[config.mk]
export PLATFORM = sky130hd
export DESIGN_NAME = lift_position_pid_with_bang_bang_core
export DESIGN_NICKNAME = d
export VERILOG_FILES = /design/src/rtl/core/lppid_pkg.sv /design/src/rtl/core/lift_position_pid_with_bang_bang_core.sv /design/src/rtl/core/lppid_front.sv /design/src/rtl/core/lppid_back.sv
export SDC_FILE = /design/constraint.sdc
export NUM_CORES = 2
export LEC_CHECK = 0
export BUFFER_PORTS_ARGS = -buffer_cell sky130_fd_sc_hd__buf_2
export CAP_MARGIN = 20
export CORE_MARGIN = 3
export CORE_UTILIZATION = 40
export CTS_BUF_LIST = sky130_fd_sc_hd__clkbuf_16
export CTS_CLUSTER_SIZE = 24
export DETAILED_ROUTE_END_ITERATION = 10
export HOLD_SLACK_MARGIN = 0.15
export PLACE_DENSITY = 0.58
export SLEW_MARGIN = 20
export SYNTH_ARGS = -nofsm -noshare
export SYNTH_HDL_FRONTEND = slang
export SYNTH_SLANG_ARGS = --single-unit
[constraint.sdc]
create_clock -name clk -period 14.4 [get_ports clk]
set_input_delay 1.44 -clock clk [delete_from_list [all_inputs] [get_ports clk]]
set_output_delay 1.44 -clock clk [all_outputs]
set_load 0.05 [all_outputs]
[src/rtl/core/lppid_pkg.sv]
// ============================================================================
// lppid_pkg
// Shared types and constants of the lift position PID controller with a
// full drive zone.
// ============================================================================
package lppid_pkg;

    // Widths of the configuration registers.
    localparam int GAIN_W  = 16;
    localparam int THR_W   = 23;
    localparam int CAP_W   = 24;
    localparam int LIM_W   = 24;

    // Configuration port geometry.
    localparam int CFG_IDX_W  = 3;
    localparam int CFG_DATA_W = 24;

    // Result format.
    localparam int DRIVE_W = 8;
    localparam int MAG_W   = 7;
    localparam int FRAC_W  = 16;
    localparam logic [MAG_W-1:0] FULL_DRIVE = 7'd127;

    // Reset values of the configuration registers.
    localparam logic [GAIN_W-1:0]       GAIN_P_RST = 16'd328;
    localparam logic [GAIN_W-1:0]       GAIN_I_RST = 16'd0;
    localparam logic [GAIN_W-1:0]       GAIN_D_RST = 16'd655;
    localparam logic [THR_W-1:0]        FULL_THR_RST = 23'd2000;
    localparam logic [THR_W-1:0]        DEAD_ZONE_RST = 23'd500;
    localparam logic [CAP_W-1:0]        INT_CAP_RST = 24'd10000;
    localparam logic signed [LIM_W-1:0] LOW_LIMIT_RST = 24'sd1000;

    // Register indexes of the configuration port.
    typedef enum logic [CFG_IDX_W-1:0] {
        CFG_GAIN_P    = 3'd0,
        CFG_GAIN_I    = 3'd1,
        CFG_GAIN_D    = 3'd2,
        CFG_FULL_THR  = 3'd3,
        CFG_DEAD_ZONE = 3'd4,
        CFG_INT_CAP   = 3'd5,
        CFG_LOW_LIMIT = 3'd6
    } lppid_cfg_idx_t;

    // Decisions made in the front stage that steer the result stage.
    typedef struct packed {
        logic full;       // error above the full drive threshold
        logic force_zero; // low target inside the dead zone
        logic dir_pos;    // target above measured position
        logic dir_neg;    // target below measured position
    } lppid_flags_t;

endpackage

[src/rtl/core/lift_position_pid_with_bang_bang_core.sv]
// ============================================================================
// lift_position_pid_with_bang_bang_core
// Lift position PID controller with a full drive zone and a dead zone.
// ============================================================================
// Usage:
// Each input transfer carries a command (0 = control tick, 1 = restart then
// tick), a target and a measured position; each one yields exactly one
// output transfer carrying the signed motor drive in -127..127.
// Both channels use valid/stall: a transfer happens on a rising edge with
// valid high and stall low; it takes one transfer per cycle unless stalled.
// From input transfer to output valid, the first stage works out the error
// and updates the integral state, and the second stage forms the weighted
// PID sum, applies the direction and saturates.
// Throughput is one item per cycle while the receiver does not stall, set by
// the single pass through each stage; the integral update fits in the first
// stage, so consecutive ticks follow each other without waiting.
// When the receiver stalls, the whole pipeline holds and in_stall is raised
// while a finished result waits; the held result stays stable. Reset clears
// the integral, last error and integral zone, empties the pipeline and loads
// the configuration registers with their defaults. Configuration is written
// via cfg_we/cfg_index/cfg_data, by the user only while idle; not enforced.
// ============================================================================
module lift_position_pid_with_bang_bang_core
    import lppid_pkg::*;
#(
    parameter int POS_WIDTH = 24
)
(
    input  logic                          clk,
    input  logic                          rst_n,
    // Input channel.
    input  logic                          in_valid,
    output logic                          in_stall,
    input  logic                          command,
    input  logic signed [POS_WIDTH-1:0]   target_pos,
    input  logic signed [POS_WIDTH-1:0]   measured_pos,
    // Output channel.
    output logic                          out_valid,
    input  logic                          out_stall,
    output logic signed [DRIVE_W-1:0]     drive,
    // Configuration write port.
    input  logic                          cfg_we,
    input  logic [CFG_IDX_W-1:0]          cfg_index,
    input  logic [CFG_DATA_W-1:0]         cfg_data
);

    logic [GAIN_W-1:0]          gain_p_reg;
    logic [GAIN_W-1:0]          gain_i_reg;
    logic [GAIN_W-1:0]          gain_d_reg;
    logic [THR_W-1:0]           full_thr_reg;
    logic [THR_W-1:0]           dead_zone_reg;
    logic [CAP_W-1:0]           int_cap_reg;
    logic signed [LIM_W-1:0]    low_limit_reg;

    logic                       s1_valid_reg;
    logic                       advance;
    logic                       accept;

    logic [POS_WIDTH:0]          p_term;
    logic [CAP_W-1:0]            i_term;
    logic signed [POS_WIDTH+1:0] d_term;
    lppid_flags_t                flags;

    // The pipeline moves whenever the output register is empty or its
    // result is being taken this cycle.
    assign advance  = !out_valid || !out_stall;
    assign in_stall = !advance;
    assign accept   = in_valid && advance;

    // Configuration registers.
    always_ff @(posedge clk or negedge rst_n)
    begin
        if (!rst_n)
        begin
            gain_p_reg    <= GAIN_P_RST;
            gain_i_reg    <= GAIN_I_RST;
            gain_d_reg    <= GAIN_D_RST;
            full_thr_reg  <= FULL_THR_RST;
            dead_zone_reg <= DEAD_ZONE_RST;
            int_cap_reg   <= INT_CAP_RST;
            low_limit_reg <= LOW_LIMIT_RST;
        end
        else if (cfg_we)
        begin
            unique case (cfg_index)
                CFG_GAIN_P:    gain_p_reg    <= cfg_data[GAIN_W-1:0];
                CFG_GAIN_I:    gain_i_reg    <= cfg_data[GAIN_W-1:0];
                CFG_GAIN_D:    gain_d_reg    <= cfg_data[GAIN_W-1:0];
                CFG_FULL_THR:  full_thr_reg  <= cfg_data[THR_W-1:0];
                CFG_DEAD_ZONE: dead_zone_reg <= cfg_data[THR_W-1:0];
                CFG_INT_CAP:   int_cap_reg   <= cfg_data[CAP_W-1:0];
                CFG_LOW_LIMIT: low_limit_reg <= $signed(cfg_data[LIM_W-1:0]);
                default:       ;
            endcase
        end
    end

    // Valid bit of the operand stage.
    always_ff @(posedge clk or negedge rst_n)
    begin
        if (!rst_n)
        begin
            s1_valid_reg <= 1'b0;
        end
        else if (advance)
        begin
            s1_valid_reg <= in_valid;
        end
    end

    lppid_front #(
        .POS_WIDTH (POS_WIDTH)
    ) u_front (
        .clk          (clk),
        .rst_n        (rst_n),
        .accept       (accept),
        .advance      (advance),
        .command      (command),
        .target_pos   (target_pos),
        .measured_pos (measured_pos),
        .full_thr     (full_thr_reg),
        .dead_zone    (dead_zone_reg),
        .int_cap      (int_cap_reg),
        .low_limit    (low_limit_reg),
        .p_term       (p_term),
        .i_term       (i_term),
        .d_term       (d_term),
        .flags        (flags)
    );

    lppid_back #(
        .POS_WIDTH (POS_WIDTH)
    ) u_back (
        .clk       (clk),
        .rst_n     (rst_n),
        .advance   (advance),
        .s1_valid  (s1_valid_reg),
        .gain_p    (gain_p_reg),
        .gain_i    (gain_i_reg),
        .gain_d    (gain_d_reg),
        .p_term    (p_term),
        .i_term    (i_term),
        .d_term    (d_term),
        .flags     (flags),
        .out_valid (out_valid),
        .drive     (drive)
    );

endmodule

[src/rtl/core/lppid_front.sv]
// ============================================================================
// lppid_front
// Error stage: computes the error magnitude and direction, updates the
// integral, last error and integral zone state, and registers the PID
// operands for the result stage.
// ============================================================================
module lppid_front
    import lppid_pkg::*;
#(
    parameter int POS_WIDTH = 24
)
(
    input  logic                          clk,
    input  logic                          rst_n,
    input  logic                          accept,
    input  logic                          advance,
    input  logic                          command,
    input  logic signed [POS_WIDTH-1:0]   target_pos,
    input  logic signed [POS_WIDTH-1:0]   measured_pos,
    input  logic [THR_W-1:0]              full_thr,
    input  logic [THR_W-1:0]              dead_zone,
    input  logic [CAP_W-1:0]              int_cap,
    input  logic signed [LIM_W-1:0]       low_limit,
    output logic [POS_WIDTH:0]            p_term,
    output logic [CAP_W-1:0]              i_term,
    output logic signed [POS_WIDTH+1:0]   d_term,
    output lppid_flags_t                  flags
);

    localparam int ERR_W  = POS_WIDTH + 1;
    localparam int DIF_W  = POS_WIDTH + 2;
    localparam int ZONE_W = POS_WIDTH - 1;
    localparam int CMP_W  = ((ERR_W > CAP_W) ? ERR_W : CAP_W) + 1;
    localparam int LW     = (POS_WIDTH > LIM_W) ? POS_WIDTH : LIM_W;

    logic signed [DIF_W-1:0]  t_x;
    logic signed [DIF_W-1:0]  m_x;
    logic signed [DIF_W-1:0]  abs_t;
    logic signed [DIF_W-1:0]  abs_m;
    logic signed [DIF_W-1:0]  err_dif;
    logic signed [DIF_W-1:0]  dir_dif;
    logic signed [DIF_W-1:0]  mag_dif;
    logic [DIF_W-1:0]         err_abs;
    logic [DIF_W-1:0]         mag_abs;
    logic [DIF_W-1:0]         zone_sum;
    logic [ERR_W-1:0]         err;
    logic [ZONE_W-1:0]        zone_new;

    logic [CAP_W-1:0]         acc_reg;
    logic [CAP_W-1:0]         acc_next;
    logic [ERR_W-1:0]         prev_reg;
    logic [ERR_W-1:0]         prev_next;
    logic [ZONE_W-1:0]        zone_reg;
    logic [ZONE_W-1:0]        zone_next;

    logic [CAP_W-1:0]         acc_eff;
    logic [ERR_W-1:0]         prev_eff;
    logic [ZONE_W-1:0]        zone_eff;
    logic [CMP_W-1:0]         acc_sum;
    logic                     in_zone;
    logic                     in_dead;
    logic                     is_full;
    logic                     low_target;
    logic signed [LW-1:0]     t_l;
    logic signed [LW-1:0]     lim_l;
    logic signed [DIF_W-1:0]  dv;

    logic [ERR_W-1:0]          p_reg;
    logic signed [DIF_W-1:0]   d_reg;
    lppid_flags_t              flags_reg;
    lppid_flags_t              flags_next;

    // Error magnitude |target - |measured|| and direction target - measured.
    always_comb
    begin
        t_x      = DIF_W'(target_pos);
        m_x      = DIF_W'(measured_pos);
        abs_t    = (t_x < 0) ? -t_x : t_x;
        abs_m    = (m_x < 0) ? -m_x : m_x;
        err_dif  = t_x - abs_m;
        err_abs  = (err_dif < 0) ? DIF_W'(-err_dif) : DIF_W'(err_dif);
        err      = err_abs[ERR_W-1:0];
        dir_dif  = t_x - m_x;
        mag_dif  = abs_t - abs_m;
        mag_abs  = (mag_dif < 0) ? DIF_W'(-mag_dif) : DIF_W'(mag_dif);
        // Ceiling of a quarter of the magnitude difference.
        zone_sum = mag_abs + DIF_W'(3);
        zone_new = zone_sum[ZONE_W+1:2];
    end

    // State update for one transfer.
    always_comb
    begin
        acc_eff    = command ? '0 : acc_reg;
        prev_eff   = command ? '0 : prev_reg;
        zone_eff   = command ? zone_new : zone_reg;

        is_full    = CMP_W'(err) > CMP_W'(full_thr);
        in_zone    = CMP_W'(err) < CMP_W'(zone_eff);
        in_dead    = CMP_W'(err) < CMP_W'(dead_zone);
        acc_sum    = CMP_W'(acc_eff) + CMP_W'(err);

        t_l        = LW'(target_pos);
        lim_l      = LW'(low_limit);
        low_target = t_l < lim_l;

        if (!in_zone)
        begin
            acc_next = '0;
        end
        else if (acc_sum > CMP_W'(int_cap))
        begin
            acc_next = int_cap;
        end
        else
        begin
            acc_next = acc_sum[CAP_W-1:0];
        end

        dv        = DIF_W'(err) - DIF_W'(prev_eff);
        prev_next = err;
        zone_next = zone_eff;

        // The full drive branch leaves the integral and last error alone.
        if (is_full)
        begin
            acc_next  = acc_eff;
            prev_next = prev_eff;
        end

        flags_next.full       = is_full;
        flags_next.force_zero = low_target && in_dead;
        flags_next.dir_pos    = dir_dif > 0;
        flags_next.dir_neg    = dir_dif < 0;
    end

    always_ff @(posedge clk or negedge rst_n)
    begin
        if (!rst_n)
        begin
            acc_reg  <= '0;
            prev_reg <= '0;
            zone_reg <= '0;
        end
        else if (accept)
        begin
            acc_reg  <= acc_next;
            prev_reg <= prev_next;
            zone_reg <= zone_next;
        end
    end

    // Operand registers; P and D are zeroed inside the dead zone.
    always_ff @(posedge clk)
    begin
        if (advance)
        begin
            p_reg     <= in_dead ? '0 : err;
            d_reg     <= in_dead ? '0 : dv;
            flags_reg <= flags_next;
        end
    end

    assign p_term = p_reg;
    assign i_term = acc_reg;
    assign d_term = d_reg;
    assign flags  = flags_reg;

endmodule

[src/rtl/core/lppid_back.sv]
// ============================================================================
// lppid_back
// Result stage: weights the PID operands by the gains, applies the
// direction, saturates to the drive range and holds the result register.
// ============================================================================
module lppid_back
    import lppid_pkg::*;
#(
    parameter int POS_WIDTH = 24
)
(
    input  logic                          clk,
    input  logic                          rst_n,
    input  logic                          advance,
    input  logic                          s1_valid,
    input  logic [GAIN_W-1:0]             gain_p,
    input  logic [GAIN_W-1:0]             gain_i,
    input  logic [GAIN_W-1:0]             gain_d,
    input  logic [POS_WIDTH:0]            p_term,
    input  logic [CAP_W-1:0]              i_term,
    input  logic signed [POS_WIDTH+1:0]   d_term,
    input  lppid_flags_t                  flags,
    output logic                          out_valid,
    output logic signed [DRIVE_W-1:0]     drive
);

    localparam int PP_W = POS_WIDTH + 1 + GAIN_W;
    localparam int PI_W = CAP_W + GAIN_W;
    localparam int PD_W = POS_WIDTH + 3 + GAIN_W;
    localparam int SW   = ((PD_W > PI_W) ? PD_W : PI_W) + 2;

    logic [PP_W-1:0]          prod_p;
    logic [PI_W-1:0]          prod_i;
    logic signed [PD_W-1:0]   prod_d;
    logic signed [SW-1:0]     sum;
    logic [SW-1:0]            sum_abs;
    logic [SW-FRAC_W-1:0]     whole;
    logic [MAG_W-1:0]         q;
    logic                     neg;
    logic signed [DRIVE_W-1:0] drive_next;

    logic                      out_valid_reg;
    logic signed [DRIVE_W-1:0] drive_reg;

    always_comb
    begin
        prod_p  = PP_W'(gain_p) * PP_W'(p_term);
        prod_i  = PI_W'(gain_i) * PI_W'(i_term);
        prod_d  = $signed({1'b0, gain_d}) * PD_W'(d_term);
        sum     = $signed(SW'(prod_p)) + $signed(SW'(prod_i)) + SW'(prod_d);
        sum_abs = (sum < 0) ? SW'(-sum) : SW'(sum);
        whole   = sum_abs[SW-1:FRAC_W];
        q       = (whole > (SW-FRAC_W)'(FULL_DRIVE)) ? FULL_DRIVE : whole[MAG_W-1:0];
        // Multiplying by a negative direction flips the sign of the sum.
        neg     = (sum < 0) ^ flags.dir_neg;

        if (flags.full)
        begin
            drive_next = flags.dir_pos ? $signed({1'b0, FULL_DRIVE})
                                       : -$signed({1'b0, FULL_DRIVE});
        end
        else if (!flags.dir_pos && !flags.dir_neg)
        begin
            drive_next = '0;
        end
        else
        begin
            drive_next = neg ? -$signed({1'b0, q}) : $signed({1'b0, q});
        end

        if (flags.force_zero)
        begin
            drive_next = '0;
        end
    end

    always_ff @(posedge clk or negedge rst_n)
    begin
        if (!rst_n)
        begin
            out_valid_reg <= 1'b0;
        end
        else if (advance)
        begin
            out_valid_reg <= s1_valid;
        end
    end

    always_ff @(posedge clk)
    begin
        if (advance)
        begin
            drive_reg <= drive_next;
        end
    end

    assign out_valid = out_valid_reg;
    assign drive     = drive_reg;

endmodule

Word-level counts from Yosys, hierarchy flattened
Index checks and enable logic that the tools add are counted.
Storage, ports and cells
  bits in registers: 279
  bits in latches: 0
  bits in writable memories: 0
  bits in read-only memories: 0
  output and inout bits: 10
  memories: 0
Cells by class
  add/subtract/negate cells: 14
  multiply operators: 3
  divide/modulo/power cells: 0
  magnitude comparators: 13
  equality and inequality tests: 6
  shift-type cells: 0
  mux-type cells: 17
  bitwise operators: 1
  reduce and logical (&&, ||, !) cells: 17
Operator list (count)
  two-way mux 25 bit: 4
  two-way mux 24 bit: 4
  < comparator 26 x 1 -> 1 bit, second input constant: 2
  two-way mux 26 bit: 2
  negator 24 -> 26 bit: 2
  < comparator 25 x 23 -> 1 bit: 2
  negator 25 bit: 2
  < comparator 24 x 1 -> 1 bit, second input constant: 2
  < comparator 45 x 1 -> 1 bit, second input constant: 1
  two-way mux 45 bit: 1
  negator 45 bit: 1
  adder 43 x 43 -> 44 bit: 1
  multiplier 17 x 26 -> 43 bit: 1
  adder 41 x 40 -> 42 bit: 1
  multiplier 16 x 25 -> 41 bit: 1
  multiplier 16 x 24 -> 40 bit: 1
  two-way mux 8 bit: 4
  > comparator 29 x 7 -> 1 bit, second input constant: 1
  adder 24 x 25 -> 26 bit: 1
  > comparator 26 x 24 -> 1 bit: 1
  subtractor 24 x 26 -> 26 bit: 1
  subtractor 25 x 25 -> 26 bit: 1
  subtractor 26 bit: 1
  adder 25 x 2 -> 25 bit, second input constant: 1
  17 further kinds: 32

Depth between registers and ports, before layout
  depth after elaboration: 11
  depth in mapped cells: 64
  gate-level depth less buffers: 61

Cells and area by module
From an unflattened synthesis, not the netlist that was laid out.
Unflattened totals
  cells, all modules: 7463
  area, all modules: 67005.5 µm²
Modules (own cells, without submodules)
  lppid_back: times used 1, cells an instance 4940, area an instance 43684.4 µm², seq. area each 265.3 µm²
  lppid_front: times used 1, cells an instance 2212, area an instance 17867.1 µm², seq. area each 3453.3 µm²
  lift_position_pid_with_bang_bang_core: times used 1, cells an instance 311, area an instance 5454.0 µm², seq. area each 3618.5 µm²

Worst setup path after synthesis
Ideal clock, no wire load.
  path type: reg2reg
  start point: register gain_p_reg[3]
  end point: register u_back.drive_reg[6] (netlist: u_back.drive[6]), data pin
  library setup time: 0.158 ns
  arrival time: 14.951 ns
  data required time: 14.242 ns
  setup slack: -0.708 ns
  stages on the path, launching flop included: 58
  path buffers: 3
  path through: dfstp_2 clkbuf_1 clkbuf_1 nand2_1 fa_1 inv_1 fa_1 inv_1 fa_1 fa_1 inv_1 fa_1 fa_1 fa_1 inv_1 fa_1 inv_1 ha_1 [... 22 more ...] nand3_1 or3_1 a311oi_1 nor3_1 or3_1 clkbuf_1 nor4b_1 a41o_1 o21ai_1 nor4_2 nor4b_1 ha_1 and3_1 a31oi_1 nor2_1 mux2i_1 or4_1 o211ai_1
On the way
  cells in the longest elaborated chain, start to end: 11
Ends and longest elaborated chain
  start, declared: RTL line lift_position_pid_with_bang_bang_core.sv:47  | logic [GAIN_W-1:0] gain_p_reg;
  start signal, assigned: RTL line lift_position_pid_with_bang_bang_core.sv:86  | CFG_GAIN_P: gain_p_reg <= cfg_data[GAIN_W-1:0];
  multiplier 16 x 25 -> 41 bit *: RTL line lppid_back.sv:47  | prod_p = PP_W'(gain_p) * PP_W'(p_term);
  adder 41 x 40 -> 42 bit *: RTL line lppid_back.sv:50  | sum = $signed(SW'(prod_p)) + $signed(SW'(prod_i)) + SW'(prod_d);
  adder 43 x 43 -> 44 bit *: RTL line lppid_back.sv:50
  negator 45 bit / < comparator 45 x 1 -> 1 bit (equally long branches): RTL line lppid_back.sv:51, lppid_back.sv:55
  two-way mux 45 bit: RTL line lppid_back.sv:51  | sum_abs = (sum < 0) ? SW'(-sum) : SW'(sum);
  > comparator 29 x 7 -> 1 bit: RTL line lppid_back.sv:53  | q = (whole > (SW-FRAC_W)'(FULL_DRIVE)) ? FULL_DRIVE : whole[MAG_W-1:0];
  two-way mux 7 bit: RTL line lppid_back.sv:53
  negator 7 -> 8 bit: RTL line lppid_back.sv:68  | drive_next = neg ? -$signed({1'b0, q}) : $signed({1'b0, q});
  two-way mux 8 bit *: RTL line lppid_back.sv:68
  two-way mux 8 bit *: RTL line lppid_back.sv:62  | else if (!flags.dir_pos && !flags.dir_neg)
  two-way mux 8 bit *: RTL line lppid_back.sv:57  | if (flags.full)
  end signal, assigned: RTL line lppid_back.sv:93  | drive_reg <= drive_next;
  end, declared: RTL line lppid_back.sv:43  | logic signed [DRIVE_W-1:0] drive_reg;
Mark *: on every way between the ends. The rest lies on a longest branch, timed or not.
A chain may end at the register's enable or synchronous reset.

Worst setup path after layout
  start point: register u_front.p_reg[9] (netlist: u_front.p_term[9])
  end point: register u_back.drive_reg[4] (netlist: u_back.drive[4]), data pin
On the way
  cells in the longest elaborated chain, start to end: 11
Ends and longest elaborated chain
  start, declared: RTL line lppid_front.sv:68  | logic [ERR_W-1:0] p_reg;
  start signal, assigned: RTL line lppid_front.sv:158  | p_reg <= in_dead ? '0 : err;
  multiplier 16 x 25 -> 41 bit *: RTL line lppid_back.sv:47
  adder 41 x 40 -> 42 bit *: RTL line lppid_back.sv:50
  adder 43 x 43 -> 44 bit *: RTL line lppid_back.sv:50
  negator 45 bit / < comparator 45 x 1 -> 1 bit (equally long branches): RTL line lppid_back.sv:51, lppid_back.sv:55
  two-way mux 45 bit: RTL line lppid_back.sv:51
  > comparator 29 x 7 -> 1 bit: RTL line lppid_back.sv:53
  two-way mux 7 bit: RTL line lppid_back.sv:53
  negator 7 -> 8 bit: RTL line lppid_back.sv:68
  two-way mux 8 bit *: RTL line lppid_back.sv:68
  two-way mux 8 bit *: RTL line lppid_back.sv:62
  two-way mux 8 bit *: RTL line lppid_back.sv:57
Marks and branches as above.

==> results by group <==
Worst setup path
  – Critical Path End Type: flop
  – WP data required: 14.86 ns
  – Crit path buffers/inverters: 8
  – Critical path class: flop to flop
  – Nature of the critical path startpoint: flop
  – CP peak stage delay: between 0.5 and 0.6 ns
  – Crit-path slowest cell: fa_1
  – Worst path most repeated cell: fa_1
  – Critical-path maximum fanout: 7
  – Crit path DAT: 15.22 ns
  – Top Family by Delay on Critical Path: adder cells

Timing
  – Fin crit share: 1.02
  – Clock skew: 0.0505 ns
  – Slew @ Worst Pin: 1.09 ns
  – Final worst setup slack: -0.357 ns
  – Final Slew Violations: 0
  – Final setup viols: 2
  – Relative max-transition margin: 0.271
  – RSZ-0062 raised after global routing: true
  – Final hold vios: 0
  – Hold WS: 0.478 ns
  – Final worst path period need: between 10 and 15 ns
  – Achievable Freq: 67.8 MHz

Floorplanning
  – Initial core utilization: 0.404
  – Die outline width: about 400 microns
  – Core ar.: about 160000 sq um
  – IO Count: between 90 and 100
  – Row cnt: between 100 and 150
  – DIE AREA: 170000 sq um
  – Die Ht: between 400 and 500 microns

Global routing
  – Vias in the first global route: 55.7k
  – Grt total ovfl: 0
  – GRT Util Overall: 0.243
  – First-pass GRT wire length: approximately 320000 microns
  – Largest net degree at the start of global routing: around 100
  – Antenna violations before repair: 12

Logic synthesis
  – Synth Area per Inst: 9.00 sq um
  – Sequential-to-total area share from yosys stat: 0.111
  – Main flop type after synthesis: dfrtp_1
  – Yosys cell types: 104
  – EDFF count, synth: 63
  – YS warnings: 0
  – Post-Syn Area: 65900 sq um
  – Post-synth ARST share: 0.774
  – Cells after Synth: 7324
  – Synth Register Bits: roughly 280

Clocking
  – Clk_lat worst skew: approximately 0.64 ns
  – Clk buf depth: 3
  – Cts bufs inserted: 37
  – Clk slew on worst S/H paths: 0.07 ns
  – TritonCTS clock tree: done
  – H-tree depth: 2
  – CTS Sinks: 279
  – Post-CTS Hold Fix Bufs: 0
  – Clk root buf: clkbuf_16

Hold path
  – Worst hold path type: flop to flop

Place
  – Placer Congestion: 0.920
  – Area after DPL: a little over 70000 sq um
  – Placed cell count: 9798
  – IO Port Bufs: 90
  – Detailed Place HPWL: between 150000 and 200000 microns

Finish
  – Commonest non-fill, non-tap cell in the layout: inv_1
  – Fillers: 15.9k
  – Post-route cell area: 74200 sq um
  – Highest-count cells in the layout ignoring fill and taps: 1486 x inv_1, 1157 x fa_1, 908 x nand2_1
  – Non-Filler Instances: 9929
  – Final core occ: 0.455
  – Nets: 9524
  – Layout cell share with drive strength beyond 1: 0.137
  – Number of flip-flops in the largest register: 26
  – Layout Area Growth over Synthesis: 12.6%

Routing
  – Antenna-violating nets left: 0
  – WL final: 200000 microns
  – First-pass DRT Iterations: 5
  – Via density: 5.24
  – Initial DRC count: 3309
  – DR WL/cell: 20.2 microns
  – Routed vias: 52.0k
  – # DRC: 0

Status
  – Status: finished with violations
  – Failing checks: negative setup slack

Run
  – Max-cap viol count: 0
metal layers:
| metal | share of wire | routed length, microns | track usage | vias to the layer above |
|---|---|---|---|---|
| met3 | 0.056 | 11300 | 0.0324 | 378 |
| met4 | 0.050 | 9960 | 0.0991 | 6 |
| met1 | 0.41 | 81600 | 0.306 | 26400 |
| met5 | 0.00020 | 41 | 0 | - |
| met2 | 0.49 | 97600 | 0.418 | 1428 |
| li1 | - | - | - | 23800 |
final cells by class:
| cell class | count | area (sq um) | share of cell area |
|---|---|---|---|
| clock buffer | 37 | 926 | 0.0125 |
| multi-input combinational | 5275 | 52500 | 0.708 |
| timing repair buffer | 631 | 4760 | 0.0641 |
| clock inverter | 31 | 253 | 0.00341 |
| sequential | 279 | 7360 | 0.0992 |
| tap | 2175 | 2720 | 0.0367 |
| inverter | 1489 | 5590 | 0.0754 |
| antenna | 12 | 30.0 | 0.000405 |
cell usage after synthesis (all sizes together), types with 17 or more instances:
master,count,share of area
inv,1489,0.085
fa,1171,0.36
nand2,914,0.052
ha,559,0.11
and2,517,0.049
clkbuf,262,0.015
nor2,227,0.013
o21ai,207,0.016
a21oi,201,0.015
xnor2,188,0.025
dfrtp,184,0.070
mux2,140,0.024
nor3,84,0.0067
a21o,81,0.0092
nand2b,74,0.0070
xor2,72,0.0096
nand3,70,0.0053
mux2i,68,0.010
nor2b,68,0.0065
edfxtp,63,0.029
o21a,56,0.0064
nand4,39,0.0040
a31oi,37,0.0035
o21bai,37,0.0042
dfstp,32,0.013
or3,32,0.0030
and3,31,0.0029
o31ai,31,0.0038
nor4,30,0.0035
or2,27,0.0026
a211oi,26,0.0034
o2bb2ai,26,0.0035
o211ai,25,0.0028
buf,20,0.0018
or4,17,0.0020
cells by family after synthesis:
family / synth area share
adder cells (fa/ha/maj): 0.462
XOR/XNOR: 0.0349
buffers and inverters: 0.102
AO/OA/AOI/OAI: 0.0908
AND/OR/NAND/NOR: 0.165
multiplexers: 0.0343
flip-flops: 0.111
other: 0.000114
repair_timing:
action / in CTS / in global routing
buffers inserted: 24 / 29
pin swaps: 45 / 76
resized for setup: 70 / 82
endpoints found under the setup margin: 8 / 8
gates cloned: 0 / 0
worst reg2reg max path: cells and delay by family, from the launching register on:
family	cells	cell delay, ns
AND/OR/NAND/NOR	13	3.36
AO/OA/AOI/OAI	15	2.40
XOR/XNOR	1	0.19
adder cells (fa/ha/maj)	16	7.38
buffers and inverters	8	0.80
flip-flops	1	0.46
path summary, 6_finish.rpt:
kind                       slack (ns)                       startpoint  depth (start not counted)                               end
min                              0.48  u_front.zone_reg[0]$_DFFE_PN0P_                          2   u_front.zone_reg[0]$_DFFE_PN0P_
min reg2reg                      0.48  u_front.zone_reg[0]$_DFFE_PN0P_                          2   u_front.zone_reg[0]$_DFFE_PN0P_
max                             -0.36  u_front.p_term[9]$_SDFFCE_PP0N_                         53     u_back.drive[4]$_SDFFCE_PP0N_
min in group asynchronous        0.90                            rst_n                          1  u_front.prev_reg[17]$_DFFE_PN0P_
max in group asynchronous       11.94                            rst_n                          2     u_front.i_term[4]$_DFFE_PN0P_
max reg2reg                     -0.36  u_front.p_term[9]$_SDFFCE_PP0N_                         53     u_back.drive[4]$_SDFFCE_PP0N_
through the flow:
step	setup TNS (ns)	setup WS, ns
2_1_floorplan	0	0.00137
3_3_place_gp	-2.13	-0.717
3_5_place_dp	-3.03	-0.857
4_1_cts	-0.819	-0.397
5_1_grt	-3.54	-0.949
6_report	-0.628	-0.357
Power is left out: the tool's default activity adds up to more than one toggle a clock period on the data nets, which glitch-free logic cannot reach.
